[src/rtl/fpmi_pkg.sv]
`timescale 1ns / 1ps
`default_nettype none
// ----------------------------------------------------------------------------
// fpmi_pkg: shared types and constants of the page map insert core
// Widths, microcode word layout, sequencer codes and the entry update helper.
// ----------------------------------------------------------------------------
package fpmi_pkg;

	// pool and table geometry
	localparam int POOL_TABLES   = 64;
	localparam int TABLE_ENTRIES = 512;
	localparam int POOL_W        = $clog2(POOL_TABLES);
	localparam int NFREE_W       = $clog2(POOL_TABLES + 1);
	localparam int SLOT_W        = $clog2(TABLE_ENTRIES);
	localparam int ADDR_W        = POOL_W + SLOT_W;

	// field widths
	localparam int ENTRY_W       = 64;
	localparam int FRAME_W       = 40;
	localparam int VPAGE_W       = 36;
	localparam int PAGE_SHIFT    = 12;
	localparam int LEAF_TABLE_W  = 6;
	localparam int CREATED_W     = 2;

	// walk depth above the leaf level
	localparam int LEVELS        = 3;
	localparam int LEVEL_W       = 2;

	localparam int FLAG_PRESENT  = 0;

	localparam int STEP_W        = 4;

	typedef enum logic [STEP_W-1:0] {
		S_INIT_CLR  = 4'd0,
		S_IDLE      = 4'd1,
		S_RD        = 4'd2,
		S_LATCH     = 4'd3,
		S_ALLOC_CHK = 4'd4,
		S_ALLOC     = 4'd5,
		S_CLEAR     = 4'd6,
		S_LINK      = 4'd7,
		S_FOLLOW    = 4'd8,
		S_NEXT      = 4'd9,
		S_LEAF_RD   = 4'd10,
		S_LEAF_WR   = 4'd11,
		S_FAIL      = 4'd12,
		S_DONE      = 4'd13,
		S_RET       = 4'd14
	} step_t;

	typedef enum logic [3:0] {
		C_NEVER,
		C_ALWAYS,
		C_NO_INPUT,
		C_CLR_MORE_ALL,
		C_CLR_MORE_TBL,
		C_PRESENT,
		C_POOL_EMPTY,
		C_PIDX_BAD,
		C_MORE_LEVELS,
		C_OUT_BUSY
	} cond_t;

	typedef enum logic [1:0] {
		A_WALK,
		A_ALL,
		A_TBL,
		A_LEAF
	} addr_sel_t;

	typedef enum logic [1:0] {
		WD_ZERO,
		WD_LINK,
		WD_LEAF
	} wd_sel_t;

	typedef enum logic [1:0] {
		CLR_HOLD,
		CLR_INC,
		CLR_ZERO
	} clr_op_t;

	typedef struct packed {
		logic      accept;
		logic      emit;
		logic      mem_we;
		addr_sel_t addr_sel;
		wd_sel_t   wd_sel;
		clr_op_t   clr_op;
		logic      latch_entry;
		logic      alloc;
		logic      follow;
		logic      take_fresh;
		logic      level_inc;
		logic      set_fail;
		cond_t     cond;
		step_t     target;
	} uword_t;

	typedef struct packed {
		logic no_input;
		logic clr_more_all;
		logic clr_more_tbl;
		logic present;
		logic pool_empty;
		logic pidx_bad;
		logic more_levels;
		logic out_busy;
	} flags_t;

	typedef struct packed {
		logic                    status;
		logic [CREATED_W-1:0]    tables_created;
		logic [LEAF_TABLE_W-1:0] leaf_table;
		logic [SLOT_W-1:0]       leaf_slot;
	} res_t;

	// Replace the frame address, set present and read/write, keep the rest.
	function automatic logic [ENTRY_W-1:0] with_frame(input logic [ENTRY_W-1:0] entry,
			input logic [FRAME_W-1:0] frame);
		logic [ENTRY_W-1:0] e;
		begin
			e = entry;
			e[PAGE_SHIFT +: FRAME_W] = frame;
			e[1:0] = 2'b11;
			return e;
		end
	endfunction

endpackage
`default_nettype wire

[src/rtl/fpmi_seq.sv]
`timescale 1ns / 1ps
`default_nettype none
// ----------------------------------------------------------------------------
// fpmi_seq: microcode sequencer
// Step counter, control store and conditional jump on datapath flags.
// ----------------------------------------------------------------------------
module fpmi_seq (
	input  wire logic            clk,
	input  wire logic            arst_n,
	input  wire fpmi_pkg::flags_t flags,
	output fpmi_pkg::uword_t     ctrl
);

	// control store
	function automatic fpmi_pkg::uword_t ucode(input fpmi_pkg::step_t s);
		fpmi_pkg::uword_t w;
		begin
			w = '0;
			unique case (s)
				fpmi_pkg::S_INIT_CLR: begin
					w.mem_we   = 1'b1;
					w.addr_sel = fpmi_pkg::A_ALL;
					w.wd_sel   = fpmi_pkg::WD_ZERO;
					w.clr_op   = fpmi_pkg::CLR_INC;
					w.cond     = fpmi_pkg::C_CLR_MORE_ALL;
					w.target   = fpmi_pkg::S_INIT_CLR;
				end
				fpmi_pkg::S_IDLE: begin
					w.accept = 1'b1;
					w.cond   = fpmi_pkg::C_NO_INPUT;
					w.target = fpmi_pkg::S_IDLE;
				end
				fpmi_pkg::S_RD: begin
					w.addr_sel = fpmi_pkg::A_WALK;
				end
				fpmi_pkg::S_LATCH: begin
					w.latch_entry = 1'b1;
					w.cond        = fpmi_pkg::C_PRESENT;
					w.target      = fpmi_pkg::S_FOLLOW;
				end
				fpmi_pkg::S_ALLOC_CHK: begin
					w.cond   = fpmi_pkg::C_POOL_EMPTY;
					w.target = fpmi_pkg::S_FAIL;
				end
				fpmi_pkg::S_ALLOC: begin
					w.alloc  = 1'b1;
					w.clr_op = fpmi_pkg::CLR_ZERO;
				end
				fpmi_pkg::S_CLEAR: begin
					w.mem_we   = 1'b1;
					w.addr_sel = fpmi_pkg::A_TBL;
					w.wd_sel   = fpmi_pkg::WD_ZERO;
					w.clr_op   = fpmi_pkg::CLR_INC;
					w.cond     = fpmi_pkg::C_CLR_MORE_TBL;
					w.target   = fpmi_pkg::S_CLEAR;
				end
				fpmi_pkg::S_LINK: begin
					w.mem_we     = 1'b1;
					w.addr_sel   = fpmi_pkg::A_WALK;
					w.wd_sel     = fpmi_pkg::WD_LINK;
					w.take_fresh = 1'b1;
					w.cond       = fpmi_pkg::C_ALWAYS;
					w.target     = fpmi_pkg::S_NEXT;
				end
				fpmi_pkg::S_FOLLOW: begin
					w.follow = 1'b1;
					w.cond   = fpmi_pkg::C_PIDX_BAD;
					w.target = fpmi_pkg::S_FAIL;
				end
				fpmi_pkg::S_NEXT: begin
					w.level_inc = 1'b1;
					w.cond      = fpmi_pkg::C_MORE_LEVELS;
					w.target    = fpmi_pkg::S_RD;
				end
				fpmi_pkg::S_LEAF_RD: begin
					w.addr_sel = fpmi_pkg::A_LEAF;
				end
				fpmi_pkg::S_LEAF_WR: begin
					w.mem_we   = 1'b1;
					w.addr_sel = fpmi_pkg::A_LEAF;
					w.wd_sel   = fpmi_pkg::WD_LEAF;
					w.cond     = fpmi_pkg::C_ALWAYS;
					w.target   = fpmi_pkg::S_DONE;
				end
				fpmi_pkg::S_FAIL: begin
					w.set_fail = 1'b1;
				end
				fpmi_pkg::S_DONE: begin
					w.emit   = 1'b1;
					w.cond   = fpmi_pkg::C_OUT_BUSY;
					w.target = fpmi_pkg::S_DONE;
				end
				fpmi_pkg::S_RET: begin
					w.cond   = fpmi_pkg::C_ALWAYS;
					w.target = fpmi_pkg::S_IDLE;
				end
				default: begin
					w.cond   = fpmi_pkg::C_ALWAYS;
					w.target = fpmi_pkg::S_IDLE;
				end
			endcase
			return w;
		end
	endfunction

	fpmi_pkg::step_t upc_q;
	fpmi_pkg::step_t upc_d;
	logic            jump;

	always_ff @(posedge clk or negedge arst_n) begin
		if (!arst_n) begin
			upc_q <= fpmi_pkg::S_INIT_CLR;
		end else begin
			upc_q <= upc_d;
		end
	end

	always_comb begin
		ctrl = ucode(upc_q);
		unique case (ctrl.cond)
			fpmi_pkg::C_NEVER:        jump = 1'b0;
			fpmi_pkg::C_ALWAYS:       jump = 1'b1;
			fpmi_pkg::C_NO_INPUT:     jump = flags.no_input;
			fpmi_pkg::C_CLR_MORE_ALL: jump = flags.clr_more_all;
			fpmi_pkg::C_CLR_MORE_TBL: jump = flags.clr_more_tbl;
			fpmi_pkg::C_PRESENT:      jump = flags.present;
			fpmi_pkg::C_POOL_EMPTY:   jump = flags.pool_empty;
			fpmi_pkg::C_PIDX_BAD:     jump = flags.pidx_bad;
			fpmi_pkg::C_MORE_LEVELS:  jump = flags.more_levels;
			fpmi_pkg::C_OUT_BUSY:     jump = flags.out_busy;
			default:                  jump = 1'b0;
		endcase
		if (jump) begin
			upc_d = ctrl.target;
		end else begin
			upc_d = fpmi_pkg::step_t'(upc_q + 4'd1);
		end
	end

endmodule
`default_nettype wire

[config.mk]
export PLATFORM = sky130hd
export DESIGN_NAME = fpmi_seq
export DESIGN_NICKNAME = d
export VERILOG_FILES = /design/src/rtl/fpmi_pkg.sv /design/src/rtl/fpmi_seq.sv
export SDC_FILE = /design/constraint.sdc
export NUM_CORES = 1
export LEC_CHECK = 0
export ABC_AREA = 1
export BUFFER_PORTS_ARGS = -buffer_cell sky130_fd_sc_hd__buf_2
export CORE_ASPECT_RATIO = 1.25
export CORE_MARGIN = 2
export CORE_UTILIZATION = 43
export CTS_CLUSTER_SIZE = 20
export DETAILED_ROUTE_END_ITERATION = 8
export GPL_TIMING_DRIVEN = 1
export MAX_ROUTING_LAYER = met4
export PLACE_DENSITY_LB_ADDON = 0.12
export SETUP_SLACK_MARGIN = 0.4
export SLEW_MARGIN = 20
export SYNTH_ARGS = -nofsm -noshare
export SYNTH_HDL_FRONTEND = slang
export SYNTH_SLANG_ARGS = --single-unit
[constraint.sdc]
create_clock -name clk -period 1.7 [get_ports clk]
set_input_delay 0.425 -clock clk [delete_from_list [all_inputs] [get_ports clk]]
set_output_delay 0.425 -clock clk [all_outputs]
set_load 0.02 [all_outputs]
==> impl_results.md, run 1 <==
* Mean Syn Cell Area at 7.47 µm²
* Syn. warnings at 0
* Die X at 43.6 µm
* Synth Register Bits at 4
* Share of Yosys cell area claimed by the top area cell type at 11.9%
* Synth Instances at 113
* Largest net degree at the start of global routing at 7
* Fail Step: global routing (5_1_grt)
* Number of synthesized flops with an enable pin at 0
* Worst endpoint type: primary output
* Buffers on Ports at 32
* CTS H-tree depth at 1
* Synthesized Nets at around 130
* Largest area contributor in the netlist: dfrtp_1
* # rows at 17
* Err: [ERROR DPL-0038] Utilization greater than 100%, impossible to legalize
* Dpl hpwl at 1810 µm
* Most numerous cell in the Yosys netlist: nand2_1
* CTS Root Cell: clkbuf_4
* CTS sink count at 4
* Mapped Area at 845 µm²
* Area contributors post-synth: dfrtp_1, nand2_4, nand2_1, nand3_4, inv_1
* CTS max path bufs at 2
* Top cells by count, synth: nand2_1, inv_1, nand2_2, nand4_1, nand2_4
* Status: aborted with a tool error
* Num CTS Buffers at 3
* Dominant synthesized flop cell: dfrtp_1
* Placed Area at 1220 µm²
* Starting Density at 46.7%
* Routability cong. at 0.799
* Io pins at 33
* Post-synthesis sequential area ratio at 11.9%
* Post-GRT worst EP: ctrl[0]
* Netlist cell types at 25
* Vert. Die Dim at 53.6 µm
* Fraction of registers with async set/reset at 100%
-- cell families after synthesis --
kind of cell               synth area share, %
xor gates and xnor gates                  2.07
buffers and inverters                     14.1
DFF                                       11.9
and+or+nand+nor                           60.4
adders and majority gates                 5.93
AOI/OAI and AO/OA                         5.63
-- stage by stage --
step / util (%) / hold slack (ps) / setup TNS [ps] / setup slack [ps] / cells
floorplan: - / 129 / -237 / -45.3 / 113
global placement: 67.4 / 231 / -999 / -150 / 181
detailed placement: 67.4 / 233 / -1420 / -196 / 181
CTS: 97.3 / 516 / -5430 / -358 / 210
-- repair_timing --
action / 4_1_cts
cloned: 1
hold buffers: 1
buffers inserted: 24
gates resized for setup: 84
endpoints found under the setup margin: 27
hold endpoints to repair: 4
pin swaps: 25
==> inputs of run 2 (changes only) <==
Settings changed: CORE_AREA set to 2 2 63 65, CORE_ASPECT_RATIO 1.25 to not set, CORE_MARGIN 2 to not set, CORE_UTILIZATION 43 to not set, CTS_CLUSTER_SIZE 20 to not set, DIE_AREA set to 0 0 65 67, MAX_ROUTING_LAYER met4 to not set, PLACE_DENSITY_LB_ADDON 0.12 to 0.15, SETUP_SLACK_MARGIN 0.4 to not set.
Clock period 1.7 ns to 2.2 ns, I/O delays scaled along.
==> impl_results.md, run 2 <==
* Antenna cells at 0
* Max FFs per register at 4
* Fmax at 0.457 GHz
* Post-synthesis sequential area ratio at 11.9% (unchanged)
* Final hold violations at 0
* Starting Density at 23.4% (-23 points)
* Placed Area at 1060 µm² (-13%)
* Top reg by flops: upc_q
* Most numerous cell in the Yosys netlist: nand2_1
* Clock transition at path regs at 30 ps
* Mapped Area at 845 µm² (unchanged)
* Peak supply drop at a little under 0.6 mV
* HP Class: in2async
* # rows at 22 (+5)
* Most common cell after layout, fill and taps aside: buf_2
* Nets@finish at 172
* CP endpoint kind: primary output
* CTS H-tree depth at 1 (unchanged)
* Share of Yosys cell area claimed by the top area cell type at 11.9% (unchanged)
* Largest area contributor in the netlist: dfrtp_1
* CP startpoint kind: register
* Multi-input gate area at between 700 and 800 µm²
* Routability cong. at 0.754 (-5.7%)
* Post-route clock period utilization at 99.5%
* Critical path class: reg2out
* Clock latency at the later pin of the worst-skew pair at 210 ps
* Area contributors post-synth: dfrtp_1, nand2_4, nand2_1, nand3_4, inv_1
* R2R setup slack at ~290 ps
* Synthesized Nets at 127 (unchanged)
* Syn. warnings at 0 (unchanged)
* Share of layout cells above drive strength 1 at 62.8%
* Netlist cell types at 25 (unchanged)
* Unrepaired setup endpoints after global routing: yes
* TritonCTS clock tree: yes
* Via Count at 896
* Synth Instances at 113 (unchanged)
* GRT overflow at 0
* Core Footprint at approximately 3600 µm²
* Reg area at 105 µm²
* Die ar. at 4360 µm²
* Final min period at 2190 ps
* Area delta synth->final at 49.6%
* Io pins at 33 (unchanged)
* Post-DRT Antenna Nets at 0
* FILL cells at around 400
* Critical Path Fanout Max at 6
* Largest net degree at the start of global routing at 11
* Clock skew at 1.39 ps
* Dpl ws at 28.2 ps (+225 ps)
* Fraction of registers with async set/reset at 100% (unchanged)
* Initial antenna violation count at 0
* Number of DRC violations after detailed-routing iteration 0 at 34
* Synth Register Bits at 4 (unchanged)
* Setup-failing EPs final at 0
* Drt pass-1 iters at 4
* Worst path arrival time at approximately 1600 ps
* Buffers on Ports at 32 (unchanged)
* Fin Hold WS at 135 ps
* CTS max path bufs at 2 (unchanged)
* Wire per inst at 11.6 µm
* Setup ws final at 11.7 ps
* Mean Syn Cell Area at 7.47 µm² (unchanged)
* Vert. Die Dim at 67 µm (+25%)
* Top cells by count, synth: nand2_1, inv_1, nand2_2, nand4_1, nand2_4
* DRC errors left at 0
* First-pass GRT wire length at 3870 µm
* Num CTS Buffers at 3 (unchanged)
* CTS Root Cell: clkbuf_8
* Post-CTS Hold Fix Bufs at 0 (-1)
* Worst slew pin tran at roughly 340 ps
* Biggest regs: upc_q x4
* Fin area at 1260 µm²
* Dpl hpwl at 1910 µm (+5.5%)
* Routed wire length at 2370 µm
* Die X at 65 µm (+49%)
* Pins Over Slew Limit at 0
* Leakage power at approximately 0.75 nW
* Status: completed
* Power per Cell Area at 2010 nW/µm²
* Slew Limit Headroom at 77.0%
* Vias in the first global route at 813
* CTS sink count at 4 (unchanged)
* Tot GR Track Use at between 10% and 20%
* Dominant synthesized flop cell: dfrtp_1
* Crit path required time at 1650 ps
* MaxCap Viol Count at 0
* Via density at 4.39
* Commonest non-fill, non-tap cells in the layout: buf_2, nand2_1, inv_1, buf_4
* Number of synthesized flops with an enable pin at 0 (unchanged)
[run 2: cell counts after synthesis]
Identical to the previous run, type by type.
[run 2: kinds of logic (layout without fill, tap and decap cells)]
family	after synthesis	count (layout)	synth area share (%)
buf+inv	24	67	14.1
flops	4	4	11.9
compound gates	5	5	5.63
fa+ha+maj	4	4	5.93
xor+xnor	2	2	2.07
simple gates	74	74	60.4
[run 2: final timing paths]
check	end	startpoint	cells past startpoint
max	ctrl[0]	upc_q[1]	8
min	upc_q[0]	arst_n	1
max reg2reg	upc_q[2]	upc_q[0]	15
min reg2reg	upc_q[0]	upc_q[0]	3
max in group asynchronous	upc_q[2]	arst_n	1
min in group clk	upc_q[0]	upc_q[0]	3
[run 2: final cells by class]
cell class	instances	share of cell area, %
repair buffers	43	21.0
well taps	48	4.75
multi-input cells	85	55.4
flip-flops and latches	4	8.32
inverters	21	7.23
clock buffers	3	3.27
[run 2: routing by layer]
layer,GRT usage (%),vias to the layer above,wire length [µm]
li1,-,450,-
met1,14.0,429,1050
met2,19.6,17,1230
met3,1.86,0,90
met4,3.99,0,0
met5,0,-,0
[run 2: report_power, final]
group | total (mW) | internal [mW] | switching (mW)
clock network | 0.154 | 0.117 | 0.0377
logic | 2.16 | 0.884 | 1.28
registers | 0.218 | 0.118 | 0.0998
total | 2.54 | 1.12 | 1.42
[run 2: critical path, cell delays in order (launching register included)]
cell     delay (ps)
dfrtp_2         450
inv_4            90
ha_4            190
nand3_1         140
nand2_2         110
nor2_4           50
nand3_4         100
nand4_1         130
buf_6           160
[run 2: repair_timing]
action / in CTS / in global routing
resized for setup: 18 / 10
setup endpoints to repair: 5 / 4
endpoints found under the hold margin: 0 / 0
pin swaps: 1 / 8
buffers inserted: 4 / 4
[run 2: through the flow]
stage,util (%),cells,TNS [ps],total power [mW]
finish,35.0,204,0,2.54
global route,35.0,204,-58.8,2.74
CTS,33.2,200,0,2.38
detailed placement,29.3,193,0,2.02
global placement,29.3,193,0,2.04
floorplan,-,113,0,1.62
Power figures use the tool's default switching activity.
==> inputs of run 3 (changes only) <==
Settings changed: BUFFER_PORTS_ARGS -buffer_cell sky130_fd_sc_hd__buf_2 to not set, DONT_BUFFER_PORTS set to 1, SETUP_SLACK_MARGIN set to 0.3, SKIP_LAST_GASP set to 1.
==> impl_results.md, run 3 (same netlist as run 2, synthesis figures left out) <==
* Num CTS Buffers at 3 (unchanged)
* Status: completed
* Nets@finish at 153 (-11%)
* Post-route clock period utilization at 97.2% (-2.2 points)
* Number of DRC violations after detailed-routing iteration 0 at 15 (-56%)
* Fin cells at 185 (-9.3%)
* Wire per inst at 13.7 µm (+17%)
* Drt pass-1 iters at 6 (+2)
* Io pins at 33 (unchanged)
* Clock latency at the later pin of the worst-skew pair at 210 ps (about the same)
* Reg area at 105 µm² (unchanged)
* CP most frequent cell: nand2_4
* Fmax at 0.468 GHz (+2.3%)
* Routed wire length at 2530 µm (+6.5%)
* Final min period at 2140 ps (-49.4 ps)
* Biggest regs: upc_q x4
* Via Count at 820 (-8.5%)
* CP startpoint kind: register
* Max FFs per register at 4 (unchanged)
* Pins Over Slew Limit at 0 (unchanged)
* Multi-input gate area at 832 µm² (+19%)
* TritonCTS clock tree: yes
* Area delta synth->final at 62.1%
* Crit path required time at 1650 ps (about the same)
* Worst reg2reg endpoint: upc_q[0]
* Top reg by flops: upc_q
* # rows at 22 (unchanged)
* Die ar. at 4360 µm² (unchanged)
* Worst slew pin tran at 338 ps (-5.93 ps)
* DRC errors left at 0 (unchanged)
* CTS H-tree depth at 1 (unchanged)
* Routability cong. at 0.677 (-10%)
* CP Cell Sequence: inv_4 > ha_4 > nand2_4 > nand2_4 > nor2_4 > nand3_4 > nand4_1
* Clock transition at path regs at 30 ps (about the same)
* Reg2reg start: upc_q[0]
* Vias in the first global route at 785 (-3.4%)
* R2R setup slack at 150 ps (-140 ps)
* GRT overflow at 0 (unchanged)
* Setup-failing EPs final at 0 (unchanged)
* Worst path max stage delay at 440 ps (about the same)
* Worst path arrival time at 1590 ps (-50 ps)
* CTS Root Cell: clkbuf_8
* Dpl hpwl at 1930 µm (+0.89%)
* Final hold violations at 0 (unchanged)
* Vert. Die Dim at 67 µm (unchanged)
* First-pass GRT wire length at 4000 µm (+3.4%)
* FILL cells at 369 (-10%)
* Die X at 65 µm (unchanged)
* Starting Density at 23.4% (unchanged)
* Critical Path Fanout Max at 6 (unchanged)
* CTS max path bufs at 2 (unchanged)
* Clock skew at 0.172 ps (-1.22 ps)
* CP endpoint kind: primary output
* HP Class: in2async
* Cells after DPL at 161 (-17%)
* Core Footprint at 3610 µm² (unchanged)
* Dpl ws at 97.6 ps (+69.4 ps)
* Post-CTS Hold Fix Bufs at 0 (unchanged)
* Largest net degree at the start of global routing at 8 (-3)
* Initial antenna violation count at 0 (unchanged)
* Worst path slowest cell: dfrtp_2
* Antenna cells at 0 (unchanged)
* Buffers on Ports at 0 (-100%)
* Share of layout cells above drive strength 1 at 67.9% (+5.1 points)
* Tot GR Track Use at 11.9% (+0.57 points)
* Commonest non-fill, non-tap cells in the layout: nand2_1, buf_4, inv_1, nand2_4, nand2_2
* MaxCap Viol Count at 0 (unchanged)
* Critical path class: reg2out
* Setup ws final at 61.1 ps (+49.4 ps)
* CTS sink count at 4 (unchanged)
* Slew Limit Headroom at 77.4% (+0.33 points)
* Post-DRT Antenna Nets at 0 (unchanged)
* R2R cell count at 12 (-3)
* Via density at 4.43 (+0.92%)
* Unrepaired setup endpoints after global routing: yes
run 3: what timing repair did:
item | 4_1_cts | 5_1_grt
pin swaps | 14 | 20
gates resized for setup | 28 | 28
setup endpoints to repair | 22 | 19
buffers inserted | 11 | 10
run 3: how the worst max path moves through the flow:
stage | startpoint | endpoint | slack, ps
after floorplan | upc_q[1] | ctrl[0] | 300
after global placement | upc_q[0] | ctrl[0] | 140
after detailed placement | upc_q[0] | ctrl[0] | 100
after CTS | upc_q[0] | ctrl[0] | 40
after global routing | upc_q[0] | ctrl[0] | -8
final | upc_q[0] | ctrl[0] | 60
run 3: stage by stage:
stage	util (%)	hold slack, ps	cell area [µm²]	setup TNS, ps
3_5_place_dp	25.0	255	902	0
3_3_place_gp	25.0	255	902	0
6_report	38.0	33.5	1370	0
5_1_grt	38.0	25.5	1370	-8.03
4_1_cts	31.7	27.4	1140	0
2_1_floorplan	-	254	850	0
run 3: layout make-up:
| class | instances | share of cell area, % |
|---|---|---|
| clock buffers | 3 | 3.02 |
| flip-flops and latches | 4 | 7.68 |
| inverters | 21 | 7.22 |
| multi-input cells | 85 | 60.8 |
| repair buffers | 24 | 16.9 |
| well taps | 48 | 4.39 |
run 3: layer usage:
metal  vias to the layer above  wire length [µm]  global-route usage, %  share of wire (%)
li1                        413                 -                      -                  -
met1                       387              1060                   14.0                 42
met2                        20              1330                   21.4                 53
met3                         0               138                   2.70                5.5
met4                         0                 0                   3.19                  0
met5                         -                 0                      0                  0
run 3: critical path, delay by kind of cell (launching register included):
family | cells | cell delay [ps]
and+or+nand+nor | 5 | 600
adders and majority gates | 1 | 230
DFF | 1 | 440
buffers and inverters | 1 | 100
Power of run 3 is not shown: default switching activity piles up to over one toggle a cycle in this logic, so the estimate is an artifact.
==> inputs of run 4 (changes only) <==
Settings changed: PLACE_DENSITY set to 0.37, PLACE_DENSITY_LB_ADDON 0.15 to not set.
==> impl_results.md, run 4 (same netlist as run 2, synthesis figures left out) <==
* Most common cell after layout, fill and taps aside: nand2_1
* Top reg by flops: upc_q
* Area delta synth->final at 44.9%
* Worst slew pin tran at 342 ps (+3.59 ps)
* Vias in the first global route at 772 (-1.7%)
* Slew Limit Headroom at 77.1% (-0.24 points)
* Reg area at 103 µm² (-2.4%)
* Worst path arrival time at 1620 ps (+30 ps)
* Largest net degree at the start of global routing at 11 (+3)
* CP Cell Sequence: inv_4 > ha_4 > nand2_2 > nand2_4 > nor2_4 > nand3_4 > nand4_1 > buf_6
* FILL cells at 396 (+7.3%)
* Crit path required time at 1650 ps (about the same)
* Antenna cells at 0 (unchanged)
* Io pins at 33 (unchanged)
* Share of layout cells above drive strength 1 at 58.9% (-9.0 points)
* Unrepaired setup endpoints after global routing: yes
* Critical path class: reg2out
* CTS H-tree depth at 1 (unchanged)
* Routed wire length at 2370 µm (-6.3%)
* Starting Density at 23.4% (unchanged)
* CTS sink count at 4 (unchanged)
* Biggest regs: upc_q x4
* Clock latency at the later pin of the worst-skew pair at 210 ps (about the same)
* CP endpoint kind: primary output
* Post-CTS Hold Fix Bufs at 0 (unchanged)
* First-pass GRT wire length at 3800 µm (-5.0%)
* Multi-input gate area at 754 µm² (-9.3%)
* Dpl hpwl at 1900 µm (-1.8%)
* Via density at 4.36 (-1.6%)
* Nets@finish at 145 (-5.2%)
* Tot GR Track Use at 11.2% (-0.68 points)
* Setup-failing EPs final at 0 (unchanged)
* GRT overflow at 0 (unchanged)
* Worst reg2reg endpoint: upc_q[2]
* Die X at 65 µm (unchanged)
* Clock transition at path regs at 30 ps (about the same)
* Pins Over Slew Limit at 0 (unchanged)
* Fin Hold WS at 35.0 ps (+1.52 ps)
* Status: completed
* CTS max path bufs at 2 (unchanged)
* Die ar. at 4360 µm² (unchanged)
* CTS Root Cell: clkbuf_8
* Buffers on Ports at 0 (unchanged)
* Post-DRT Antenna Nets at 0 (unchanged)
* R2R cell count at 15 (+3)
* Wire per inst at 13.4 µm (-2.1%)
* Vert. Die Dim at 67 µm (unchanged)
* # rows at 22 (unchanged)
* Final hold violations at 0 (unchanged)
* Critical Path Fanout Max at 6 (unchanged)
* Via Count at 772 (-5.9%)
* R2R setup slack at 220 ps (+70 ps)
* CP startpoint kind: register
* Num CTS Buffers at 3 (unchanged)
* Worst path slowest cell: dfrtp_2
* Clock skew at 2.16 ps (+1.98 ps)
* Commonest non-fill, non-tap cells in the layout: nand2_1, inv_1, nand2_2, nand4_1, buf_4
* DRC errors left at 0 (unchanged)
* Core Footprint at 3610 µm² (unchanged)
* MaxCap Viol Count at 0 (unchanged)
* Worst path max stage delay at 460 ps (+20 ps)
* Reg2reg start: upc_q[1]
* TritonCTS clock tree: yes
* HP Class: in2async
* Final min period at 2170 ps (+27.0 ps)
* Post-route clock period utilization at 98.4% (+1.2 points)
* Initial antenna violation count at 0 (unchanged)
* Routability cong. at 0.723 (+6.8%)
* Worst Setup SP: upc_q[0]
* Max FFs per register at 4 (unchanged)
* Number of DRC violations after detailed-routing iteration 0 at 23 (+8)
* Fmax at 0.462 GHz (-1.2%)
* Drt pass-1 iters at 4 (-2)
[run 4: cell types whose count changed in the layout (fill, tap and decap cells not counted), moves of 2 or more]
| cell | delta |
|---|---|
| buf_4 | -7 |
| nand2_1 | +4 |
| nand2_4 | -3 |
| dfrtp_1 | +2 |
| dfrtp_2 | -2 |
| inv_2 | -2 |
| nand3_1 | +2 |
| nand3_4 | -2 |
[run 4: timing repair]
item                       CTS  global route
buffers inserted             4             4
setup endpoints to repair   20            17
gates resized for setup     28            12
pin swaps                    8             3
[run 4: metrics by stage]
step | std cells | TNS [ps] | setup WS [ps] | util, % | cell area (µm²)
CTS | 173 | 0 | 43.3 | 32.0 | 1150
global placement | 166 | 0 | 149 | 26.1 | 940
global route | 177 | -114 | -55.8 | 33.9 | 1220
finish | 177 | 0 | 34.1 | 33.9 | 1220
floorplan | 113 | 0 | 305 | - | 850
detailed placement | 166 | 0 | 137 | 26.1 | 940
[run 4: layout make-up]
class / instances / area share, %
tap: 48 / 4.91
sequential: 4 / 8.38
clock buffer: 3 / 3.37
inverter: 21 / 8.28
timing repair buffer: 16 / 13.4
multi-input combinational: 85 / 61.7
[run 4: critical path, delay by kind of cell, from the launching register on]
kind	cells	cell delay [ps]
adder cells (fa/ha/maj)	1	200
flip-flops	1	460
buffers and inverters	2	280
AND/OR/NAND/NOR	5	450
[run 4: worst max path at each step]
stage	end	depth (start not counted)	slack (ps)
2_1_floorplan	ctrl[0]	7	300
3_3_place_gp	ctrl[0]	8	150
3_5_place_dp	ctrl[0]	8	140
4_1_cts	ctrl[0]	8	40
5_1_grt	ctrl[0]	8	-60
6_report	ctrl[0]	8	30
[run 4: per-layer routing]
metal	GRT usage [%]	part of all wire, %	vias up	wire length, µm
met4	2.39	0	0	0
met3	1.52	4.5	0	106
met2	19.2	50	20	1190
met5	0	0	-	0
li1	-	-	396	-
met1	14.8	45	356	1070
Power of run 4 is left out for the same reason.
